<file path="src/assert_macros.svh">
// assertion macros shared by the rtl files
// no dependencies; the empty forms apply when SYNTH is defined
`ifndef ASSERT_MACROS_SVH
`define ASSERT_MACROS_SVH
`ifndef SYNTH
`define ASSERT_PROP(label, clk, rst_n, prop) \
  label: assert property (@(posedge clk) disable iff (!rst_n) (prop)) \
    else $error("concurrent assertion failed");
`define ASSERT_NEVER(label, clk, rst_n, cond) \
  label: assert property (@(posedge clk) disable iff (!rst_n) !(cond)) \
    else $error("forbidden condition seen");
`else
`define ASSERT_PROP(label, clk, rst_n, prop)
`define ASSERT_NEVER(label, clk, rst_n, cond)
`endif
`endif

</file>
<file path="src/tcce_pkg.sv">
// types and constants of the text console cell engine
// used by tcce_ctrl, tcce_datapath and text_console_cell_engine
package tcce_pkg;

  // width of a linear cell index before truncation (row field * column field)
  localparam int LIN_W = 14;

  localparam logic [7:0]  CH_TAB    = 8'h09;
  localparam logic [7:0]  CH_LF     = 8'h0A;
  localparam logic [7:0]  CH_FF     = 8'h0C;
  localparam logic [7:0]  CH_CR     = 8'h0D;
  localparam logic [7:0]  CH_SPACE  = 8'h20;
  localparam logic [7:0]  CH_QMARK  = 8'h3F;
  localparam logic [7:0]  CH_MIN    = 8'd32;
  localparam logic [7:0]  CH_MAX    = 8'd126;
  localparam logic [2:0]  TAB_STOP  = 3'd4;
  localparam logic [15:0] RESET_CELL = 16'h0F20;
  localparam logic [7:0]  ATTR_RESET = 8'h0F;

  typedef enum logic [2:0] {
    OP_WRITE     = 3'd0,
    OP_PUT       = 3'd1,
    OP_BACKSPACE = 3'd2,
    OP_ENDLINE   = 3'd3,
    OP_READ      = 3'd4
  } op_e;

  typedef enum logic [0:0] {
    REG_ATTRIBUTE      = 1'b0,
    REG_OUTPUT_ENABLED = 1'b1
  } reg_idx_e;

  typedef enum logic [3:0] {
    CLS_IGNORE,
    CLS_CLEAR,
    CLS_NEWLINE,
    CLS_CR,
    CLS_CHAR,
    CLS_PUT,
    CLS_BACKSPACE,
    CLS_ENDLINE,
    CLS_READ
  } cls_e;

  typedef enum logic [4:0] {
    DP_NONE,
    DP_CAPTURE,
    DP_IGNORE,
    DP_HOME_CLEAR,
    DP_NEWLINE,
    DP_CR,
    DP_WRAP_CLR,
    DP_PUT_CURSOR,
    DP_PUT_TARGET,
    DP_BACKSPACE,
    DP_READ,
    DP_SCROLL_START,
    DP_SCROLL_STEP,
    DP_FILL_START,
    DP_FILL_STEP,
    DP_INIT_STEP,
    DP_RESULT
  } dp_cmd_e;

  typedef enum logic [3:0] {
    ST_INIT,
    ST_IDLE,
    ST_EXEC,
    ST_PUT,
    ST_SCROLL_START,
    ST_SCROLL,
    ST_FILL_START,
    ST_FILL,
    ST_RESULT
  } state_e;

  typedef struct packed {
    cls_e cls;
    logic last_col;
    logic last_row;
    logic wrap;
    logic col_zero;
    logic tab_more;
    logic tab_left;
    logic sweep_last;
  } dp_stat_t;

  typedef struct packed {
    logic [2:0] op;
    logic [7:0] char_byte;
    logic [5:0] target_row;
    logic [7:0] target_column;
  } tcce_req_t;

  typedef struct packed {
    logic [5:0]  cursor_row_out;
    logic [7:0]  cursor_column_out;
    logic [15:0] cell_value;
    logic        scrolled;
    logic        cleared;
    logic        ignored;
  } tcce_rsp_t;

endpackage

</file>
<file path="src/tcce_ctrl.sv">
// controller state machine of the console engine
// depends on tcce_pkg; drives one datapath command per cycle
module tcce_ctrl (
  input  logic              clk_i,
  input  logic              rst_ni,
  input  logic              start_i,
  input  tcce_pkg::dp_stat_t stat_i,
  output tcce_pkg::dp_cmd_e cmd_o,
  output logic              busy_o
);
  import tcce_pkg::*;

  state_e state_q, state_d;
  state_e after_put;

  // where to go after a cursor put: scroll, next tab space, or done
  always_comb begin
    if (stat_i.last_col && stat_i.last_row) begin
      after_put = ST_SCROLL_START;
    end else if (stat_i.tab_more) begin
      after_put = ST_PUT;
    end else begin
      after_put = ST_RESULT;
    end
  end

  always_comb begin
    state_d = state_q;
    unique case (state_q)
      ST_INIT: begin
        if (stat_i.sweep_last) state_d = ST_IDLE;
      end
      ST_IDLE: begin
        if (start_i) state_d = ST_EXEC;
      end
      ST_EXEC: begin
        unique case (stat_i.cls)
          CLS_CLEAR: state_d = ST_FILL;
          CLS_CHAR:  state_d = after_put;
          CLS_NEWLINE: begin
            state_d = stat_i.last_row ? ST_SCROLL_START : ST_RESULT;
          end
          CLS_ENDLINE: begin
            if (!stat_i.wrap && stat_i.last_row) begin
              state_d = ST_SCROLL_START;
            end else begin
              state_d = ST_RESULT;
            end
          end
          default: state_d = ST_RESULT;
        endcase
      end
      ST_PUT:          state_d = after_put;
      ST_SCROLL_START: state_d = ST_SCROLL;
      ST_SCROLL: begin
        if (stat_i.sweep_last) state_d = ST_FILL_START;
      end
      ST_FILL_START:   state_d = ST_FILL;
      ST_FILL: begin
        if (stat_i.sweep_last) state_d = stat_i.tab_left ? ST_PUT : ST_RESULT;
      end
      ST_RESULT:       state_d = ST_IDLE;
      default:         state_d = ST_IDLE;
    endcase
  end

  always_comb begin
    cmd_o = DP_NONE;
    unique case (state_q)
      ST_INIT: cmd_o = DP_INIT_STEP;
      ST_IDLE: cmd_o = start_i ? DP_CAPTURE : DP_NONE;
      ST_EXEC: begin
        unique case (stat_i.cls)
          CLS_IGNORE:    cmd_o = DP_IGNORE;
          CLS_CLEAR:     cmd_o = DP_HOME_CLEAR;
          CLS_NEWLINE:   cmd_o = DP_NEWLINE;
          CLS_CR:        cmd_o = DP_CR;
          CLS_CHAR:      cmd_o = DP_PUT_CURSOR;
          CLS_PUT:       cmd_o = DP_PUT_TARGET;
          CLS_BACKSPACE: cmd_o = stat_i.col_zero ? DP_NONE : DP_BACKSPACE;
          CLS_ENDLINE:   cmd_o = stat_i.wrap ? DP_WRAP_CLR : DP_NEWLINE;
          CLS_READ:      cmd_o = DP_READ;
          default:       cmd_o = DP_IGNORE;
        endcase
      end
      ST_PUT:          cmd_o = DP_PUT_CURSOR;
      ST_SCROLL_START: cmd_o = DP_SCROLL_START;
      ST_SCROLL:       cmd_o = DP_SCROLL_STEP;
      ST_FILL_START:   cmd_o = DP_FILL_START;
      ST_FILL:         cmd_o = DP_FILL_STEP;
      ST_RESULT:       cmd_o = DP_RESULT;
      default:         cmd_o = DP_NONE;
    endcase
  end

  assign busy_o = (state_q != ST_IDLE);

  always_ff @(posedge clk_i or negedge rst_ni) begin
    if (!rst_ni) begin
      state_q <= ST_INIT;
    end else begin
      state_q <= state_d;
    end
  end

endmodule

</file>
<file path="config.mk">
export PLATFORM = sky130hd
export DESIGN_NAME = tcce_ctrl
export DESIGN_NICKNAME = d
export VERILOG_FILES = /design/src/assert_macros.svh /design/src/tcce_pkg.sv /design/src/tcce_ctrl.sv
export SDC_FILE = /design/constraint.sdc
export NUM_CORES = 1
export LEC_CHECK = 0
export BUFFER_PORTS_ARGS = -buffer_cell sky130_fd_sc_hd__buf_2
export CAP_MARGIN = 5
export CORE_MARGIN = 3
export CORE_UTILIZATION = 46
export DETAILED_ROUTE_END_ITERATION = 7
export PLACE_DENSITY = 0.73
export SKIP_LAST_GASP = 1
export SLEW_MARGIN = 20
export SYNTH_ARGS = -nofsm -noshare
export SYNTH_HDL_FRONTEND = slang
export SYNTH_SLANG_ARGS = --single-unit
</file>
<file path="constraint.sdc">
create_clock -name clk_i -period 1.3 [get_ports clk_i]
set_clock_uncertainty 0.05 [all_clocks]
set_input_delay 0.13 -clock clk_i [delete_from_list [all_inputs] [get_ports clk_i]]
set_output_delay 0.13 -clock clk_i [all_outputs]
set_load 0.1 [all_outputs]
</file>
# Word-level counts from Yosys, hierarchy flattened
# Index checks and enable logic that the tools add are counted.
[totals] regBits=4 in_bits=14 word_cells=43
[classes] reduce_logical=5 n_eq_ne=21 n_mux=16
[op_table] cell="4-bit case mux with 8 select lines" count=2
[op_table] cell="5-bit case mux with 9 select lines" count=1
[op_table] cell="4-bit two-way mux" count=10
[op_table] cell="4-bit by 3-bit == test with 1-bit output (second input constant)" count=8
[op_table] cell="4-bit by 2-bit == test with 1-bit output (second input constant)" count=4
[op_table] cell="4-bit case mux with 4 select lines" count=1
[op_table] cell="4-bit by 1-bit == test with 1-bit output (second input constant)" count=2
[op_table] cell="4-bit == test (second input constant)" count=2
[op_table] cell="2-bit != test (second input constant)" count=4
[op_table] cell="4-bit logical NOT" count=1
[op_table] cell="4-bit by 1-bit != test with 1-bit output (second input constant)" count=1
[op_table] cell="4-bit AND reduction" count=1
[op_table] cell="1-bit logical AND" count=2
[op_table] cell="2-bit two-way mux" count=1
[op_table] cell="1-bit logical NOT" count=1
[op_table] cell="1-bit two-way mux" count=1

# Logic depth before layout (Yosys ltp)
# Gate-level depths: netlist (run 1).
[depth] word_depth=5 mapped_depth=5 depth_no_buf=4

# Worst setup path before layout (run 1)
# No wires, ideal clock.
[synth_timing] kind="reg-to-output" startpoint="register state_q[2]" endpoint="output port cmd_o[0]" arrival_time_ps=3087 path_buffers=1 path_stages_with_launch=4 slack_ps=-1967 path_cell_list="dfrtp_1 > buf_6 > o21a_1 > o32ai_1"
[synth_between] elab_chain_len=2
[synth_lines] element="start, declared" line="tcce_ctrl.sv:13" source="state_e state_q, state_d;"
[synth_lines] element="start signal, assigned" line="tcce_ctrl.sv:102" source="state_q <= state_d;"
[synth_lines] element="4-bit == test, or another cell as far along" line="tcce_ctrl.sv:69" source="unique case (state_q)"
[synth_lines] element="5-bit case mux with 9 select lines (*)" line="tcce_ctrl.sv:69"
[synth_lines] element="end, declared" line="tcce_ctrl.sv:8" source="output tcce_pkg::dp_cmd_e cmd_o,"
# Mark *: on every way between the ends. The rest lies on a longest branch, timed or not.

# Final worst setup path (run 1)
[layout_timing] startpoint="register state_q[0]" endpoint="output port cmd_o[0]"
# Same word-level chain as after synthesis.

==> metrics, run 1 <==
root buf cell clkbuf_4; placed cells 148; synth top area cells dfrtp_1 (14%), a211oi_2 (7.0%), buf_6 (6.3%), nor2b_1 (4.4%), nor2_1 (4.2%); Syn Inst Count 92; crit end category output port; mean post-synth cell area approximately 7.7 um2; Crit Path Max Fanout 5; Layout area overhead 89.8%; RSZ-0062 raised after global routing true; Yosys top cell by area dfrtp_1; Syn Std Cell Area between 700 and 800 um2; dpl hpwl roughly 1800 um; Required @ worst endpoint about 1.1 ns; fill count 17; CTS tree done; Final Setup Violations 10; crit path DAT approximately 1.6 ns; post-route total power 4180 uW; routability congestion estimate roughly 0.81; final instance area ~1400 um2; Initial DRT Pass Iterations 5; Clock Path Buffers 2; Die Wd 45.3 um; max_cap viols 0; total wire length 4290 um; Synth Flop Type dfrtp_1; post-synth net total approximately 110; register area share after synthesis 0.141; Yosys top cell area share 0.141; full die area 2060 um2; failing checks negative setup slack; io pins 20; Max Slew Vio Count 0; Final Hold Vio Count 0; TritonCTS Buffers 3; top flop regs state_q: 4 flops; Seq cells post-synth 4; fin crit share 1.34; footprint of the multi-input gates 647 um2; Peak supply drop around 2.1 mV; crit path kind register to output port; share of layout cells above drive strength 1 0.644; status complete, but fails checks; htree depth 1; YS warnings 0; vias 1185; Tmin final ~1.7 ns; slew at the pin with the worst max-slew slack around 0.62 ns; Core ar. around 1400 um2; gr ovfl total 0; Final Non-Filler Cells approximately 160; Routed Antenna Nets 0; cell with the most instances after synthesis nor2_1; largest net degree at the start of global routing 8; GRT Util Overall 0.353; Iteration-0 DRC Markers 97; max reg flops 4; Worst-Skew Late Latency 0.24 ns; final setup margin -0.444 ns; worst min-delay path category input pin to register; clk sinks 4; port bufs 19; initial antenna violation count 0; Startpoint Class register; WL/cell 26.6 um; Initial Util 0.515; chip height 45.3 um; Via density ~7.4; Final nets approximately 160; Leak approximately 0.00058 uW; P per Cell Area just over 3000 nW/um2; Post-synth EDFFs 0; DRC 0; Top reg by flops state_q; setup TNS -3.36 ns; clock transition at the registers of the reported paths ~0.04 ns; Setup WS pre-CTS -0.237 ns; Storage cell area 105 um2; Diodes inserted 0; share of synthesized registers carrying an async set or reset 1.00; row cnt 13; Post-synth top cells nor2_1 (8), nand2_1 (7), a21oi_1 (5), nor2b_1 (5); slew margin rel. 0.579; Cell variety after synth 43; first-pass GRT wire length 5180 um; DP Area roughly 1100 um2; vias in the first global route 1067; maximum clock frequency between 500 and 600 MHz
==> routing by layer <==
layer  global-route usage  wire, um
met4                0.222       383
met3               0.0637       563
met1                0.392      1480
met2                0.610      1860
met5                    0         0
==> critical path, stage by stage, from the launching register on <==
cell,delay [ns]
dfrtp_2,0.47
nor4b_4,0.35
nand2_2,0.14
o32ai_4,0.14
buf_12,0.21
==> area by class of cell <==
type / instances / share of cell area
clock buffers: 3 / 0.0167
inverters: 4 / 0.0148
multi-input cells: 76 / 0.479
flip-flops and latches: 4 / 0.0778
well taps: 15 / 0.0139
repair buffers: 59 / 0.398
==> worst paths after layout <==
kind,endpoint,cells past startpoint,startpoint,slack (ns)
hold / removal,state_q[0]$_DFFE_PN0P_,2,stat_i[0],0.13
setup reg to reg,state_q[3]$_DFFE_PN0P_,6,state_q[2]$_DFFE_PN0P_,-0.43
hold reg to reg,state_q[1]$_DFFE_PN0P_,1,state_q[0]$_DFFE_PN0P_,0.67
max in group asynchronous,state_q[0]$_DFFE_PN0P_,2,rst_ni,0.83
min in group asynchronous,state_q[2]$_DFFE_PN0P_,2,rst_ni,0.23
setup / recovery,cmd_o[0],4,state_q[0]$_DFFE_PN0P_,-0.44
==> metrics by stage <==
| step | utilization | hold WS [ns] |
|---|---|---|
| global route | 0.977 | 0.146 |
| floorplan | - | -0.216 |
| detailed placement | 0.812 | -0.107 |
| finish | 0.977 | 0.134 |
| global placement | 0.812 | -0.116 |
| CTS | 0.921 | 0.135 |
==> where the power goes <==
part | internal [uW] | total, uW | switching, uW
Sequential | 186 | 325 | 139
Clock | 104 | 169 | 64.6
Combinational | 1590 | 3690 | 2100
Total | 1880 | 4180 | 2300
==> layout by cell type, fill, tap and decap left out, drive strengths merged, types with 2 or more instances in the layout <==
master	Yosys	final
a211oi	7	7
a21oi	6	6
buf	8	58
clkbuf	0	3
dfrtp	4	4
inv	4	4
mux2i	2	2
nand2	7	7
nand2b	2	2
nor2	8	8
nor2b	5	5
nor3	2	2
nor3b	2	2
nor4b	2	2
o21a	4	4
o21ai	7	7
xnor2	2	2
==> cells by family after synthesis <==
family,Yosys count,share of synthesized area
mux,2,0.0281
simple gates,37,0.306
flops,4,0.141
buf+inv,12,0.119
compound gates,35,0.381
xor+xnor,2,0.0246
==> what timing repair did <==
action                     in CTS  in global routing
buffers inserted                6                  5
hold endpoints to repair        4                  0
resized for setup              22                 15
pin swaps                      12                 15
setup endpoints to repair      10                 10
hold buffers                    1                  0
No activity file was read; power rests on OpenSTA's default activity.
==> inputs of run 2 (changes only) <==
--- a/config.mk
+++ b/config.mk
@@ -11,4 +11,5 @@
 export CORE_UTILIZATION = 46
+export CTS_CLUSTER_SIZE = 40
 export DETAILED_ROUTE_END_ITERATION = 7
-export PLACE_DENSITY = 0.73
+export PLACE_DENSITY = 0.82
 export SKIP_LAST_GASP = 1
==> constraint.sdc (replaced) <==
create_clock -name clk_i -period 1.3 [get_ports clk_i]
set_clock_uncertainty 0.05 [all_clocks]
set_input_delay 0.195 -clock clk_i [delete_from_list [all_inputs] [get_ports clk_i]]
set_output_delay 0.195 -clock clk_i [all_outputs]
set_load 0.1 [all_outputs]
==> run 2 against run 1 <==
Compared with the run above:
- combinational power is 13% lower
- sequential share of layout area is 0.67 points higher
- design area is 9.0% lower
- highest routed layer unchanged
- routed wire length is 27% lower
- the flow still finishes with violations (negative setup slack)
- clock-buffer cell count stayed put
- power is 12% lower
- largest cell class unchanged
- sequential cell count stayed put
- core utilization is 8.8 points lower
- register-to-register slack hardly changed
- non-clock buffer count is 11 lower
- setup slack worse by 0.057 ns
==> metrics, run 2 (synthesis results as in run 1) <==
Final Hold Vio Count 0 (unchanged); initial antenna violation count 0 (unchanged); Final Setup Violations 9 (-1); reg-to-reg critical path startpoint state_q[2]$_DFFE_PN0P_; Worst R2R Path Depth 6 (unchanged); GRT Util Overall 0.277 (-0.0754); top flop regs state_q: 4 flops; slew at the pin with the worst max-slew slack 0.487 ns (-0.136 ns); Switch Pwr 2090 uW (-9.2%); final setup margin -0.501 ns (-0.0568 ns); Top reg by flops state_q; Crit Path Max Fanout 6 (+1); Via density 6.53 (-11%); clock transition at the registers of the reported paths 0.04 ns (about the same); hold_sp stat_i[0]; commonest non-fill, non-tap cell in the layout buf_4; first-pass GRT wire length 4140 um (-20%); Layout area overhead 72.8%; Tmin final 1.80 ns (+0.0568 ns); Startpoint Class register; largest net degree at the start of global routing 11 (+3); RSZ-0062 raised after global routing true; Clock Path Buffers 2 (unchanged); Max Slew Vio Count 0 (unchanged); CTS tree done; capture point of the worst reg-to-reg path state_q[3]$_DFFE_PN0P_; maximum clock frequency 555 MHz (-3.2%); slew margin rel. 0.673 (+0.0945); Initial DRT Pass Iterations 4 (-1); fill count 64 (+47); WL/cell 21.0 um (-21%); Worst-Skew Late Latency 0.25 ns (about the same); hold endpoint state_q[0]$_DFFE_PN0P_; Die Wd 45.3 um (unchanged); full die area 2060 um2 (unchanged); Routed Antenna Nets 0 (unchanged); status complete, but fails checks; Storage cell area 104 um2 (-1.2%); io pins 20 (unchanged); max reg flops 4 (unchanged); Iteration-0 DRC Markers 42 (-57%); Required @ worst endpoint 1.05 ns (-0.07 ns); Core ar. 1380 um2 (unchanged); gr ovfl total 0 (unchanged); most frequent cells in the layout buf_4 (23), buf_2 (13), nor2_1 (7); hold depth 2 (unchanged); total wire length 3150 um (-27%); crit path DAT 1.56 ns (about the same); Comb power frac 0.873 (-0.009); Peak supply drop 1.87 mV (-11%); vias 980 (-17%); P per Cell Area 2990 nW/um2 (-3.5%); switching part of the total 0.569 (+0.0185); setup TNS -3.34 ns (+0.0267 ns); Initial Util 0.515 (unchanged); htree depth 1 (unchanged); Clk network pwr share 0.045 (+0.005); P_int 1590 uW (-16%); TritonCTS Buffers 3 (unchanged); crit path kind register to output port; worst min-delay path category input pin to register; Diodes inserted 0 (unchanged); vias in the first global route 928 (-13%); port bufs 19 (unchanged); reg-to-reg slack, setup -0.42 ns (about the same); fin crit share 1.39 (+0.0437); clk sinks 4 (unchanged); footprint of the multi-input gates 643 um2 (-0.58%); failing checks negative setup slack; DRC 0 (unchanged); chip height 45.3 um (unchanged); routability congestion estimate 0.860 (+6.8%); root buf cell clkbuf_4; sequential power share 0.082 (+0.004); max_cap viols 0 (unchanged); Final nets 151 (-6.8%); crit end category output port; Leak 0.000507 uW (-13%); row cnt 13 (unchanged); share of layout cells above drive strength 1 0.600 (-0.0438); dpl hpwl 1760 um (-4.2%); worst hold margin 0.199 ns (+0.0650 ns)
-- run 2: cell types whose count changed in the layout (fill, tap and decap cells not counted), moves of 2 or more --
cell	change
nor2_4	-2
nor2_1	+2
buf_6	-3
nand2_2	+2
buf_4	-6
-- run 2: routing by layer --
layer  track usage  wire length, um  vias to the layer above
met5             0                0                        -
met4         0.111              222                        0
met3        0.0478              263                       31
met2         0.508             1530                       79
met1         0.311             1130                      437
li1              -                -                      433
-- run 2: power by group through the flow --
| stage | Clock [uW] | Sequential (uW) | Combinational (uW) |
|---|---|---|---|
| global placement | 0 | 252 | 2710 |
| global route | 178 | 303 | 3320 |
| detailed placement | 0 | 256 | 2780 |
| CTS | 160 | 280 | 3020 |
| finish | 166 | 301 | 3210 |
| floorplan | 0 | 218 | 1920 |
-- run 2: worst max-delay path by stage --
stage               depth (start not counted)              startpoint  slack, ns        to
global route                                4  state_q[0]$_DFFE_PN0P_      -0.55  cmd_o[0]
CTS                                         4  state_q[2]$_DFFE_PN0P_      -0.45  cmd_o[4]
global placement                            6               stat_i[9]      -0.35  cmd_o[1]
floorplan                                   3  state_q[2]$_DFFE_PN0P_      -0.58  cmd_o[0]
detailed placement                          6               stat_i[9]      -0.38  cmd_o[1]
finish                                      5  state_q[0]$_DFFE_PN0P_      -0.50  cmd_o[0]
-- run 2: final cells by class --
cell class	count	area share
multi-input combinational	76	0.523
sequential	4	0.0844
clock buffer	3	0.0183
tap	15	0.0153
inverter	4	0.0142
timing repair buffer	48	0.345
-- run 2: critical path: stages, from the launching register on --
cell,delay (ns)
dfrtp_2,0.44
buf_4,0.16
nor3_4,0.04
buf_4,0.14
o32ai_4,0.30
buf_12,0.21
-- run 2: per-stage QoR --
| stage | utilization | power (uW) | worst slack (ns) | instance area, um2 | instances |
|---|---|---|---|---|---|
| CTS | 0.852 | 3460 | -0.446 | 1180 | 149 |
| global placement | 0.765 | 2970 | -0.355 | 1060 | 143 |
| finish | 0.890 | 3680 | -0.501 | 1230 | 150 |
| detailed placement | 0.765 | 3030 | -0.378 | 1060 | 143 |
| floorplan | - | 2140 | -0.584 | 751 | 92 |
| global route | 0.890 | 3800 | -0.550 | 1230 | 150 |
-- run 2: what timing repair did --
action / CTS / global route
gates resized for setup: 21 / 8
endpoints found under the setup margin: 9 / 10
pin swaps: 14 / 9
endpoints found under the hold margin: 4 / 0
setup buffers: 2 / 2
hold buffers: 1 / 0
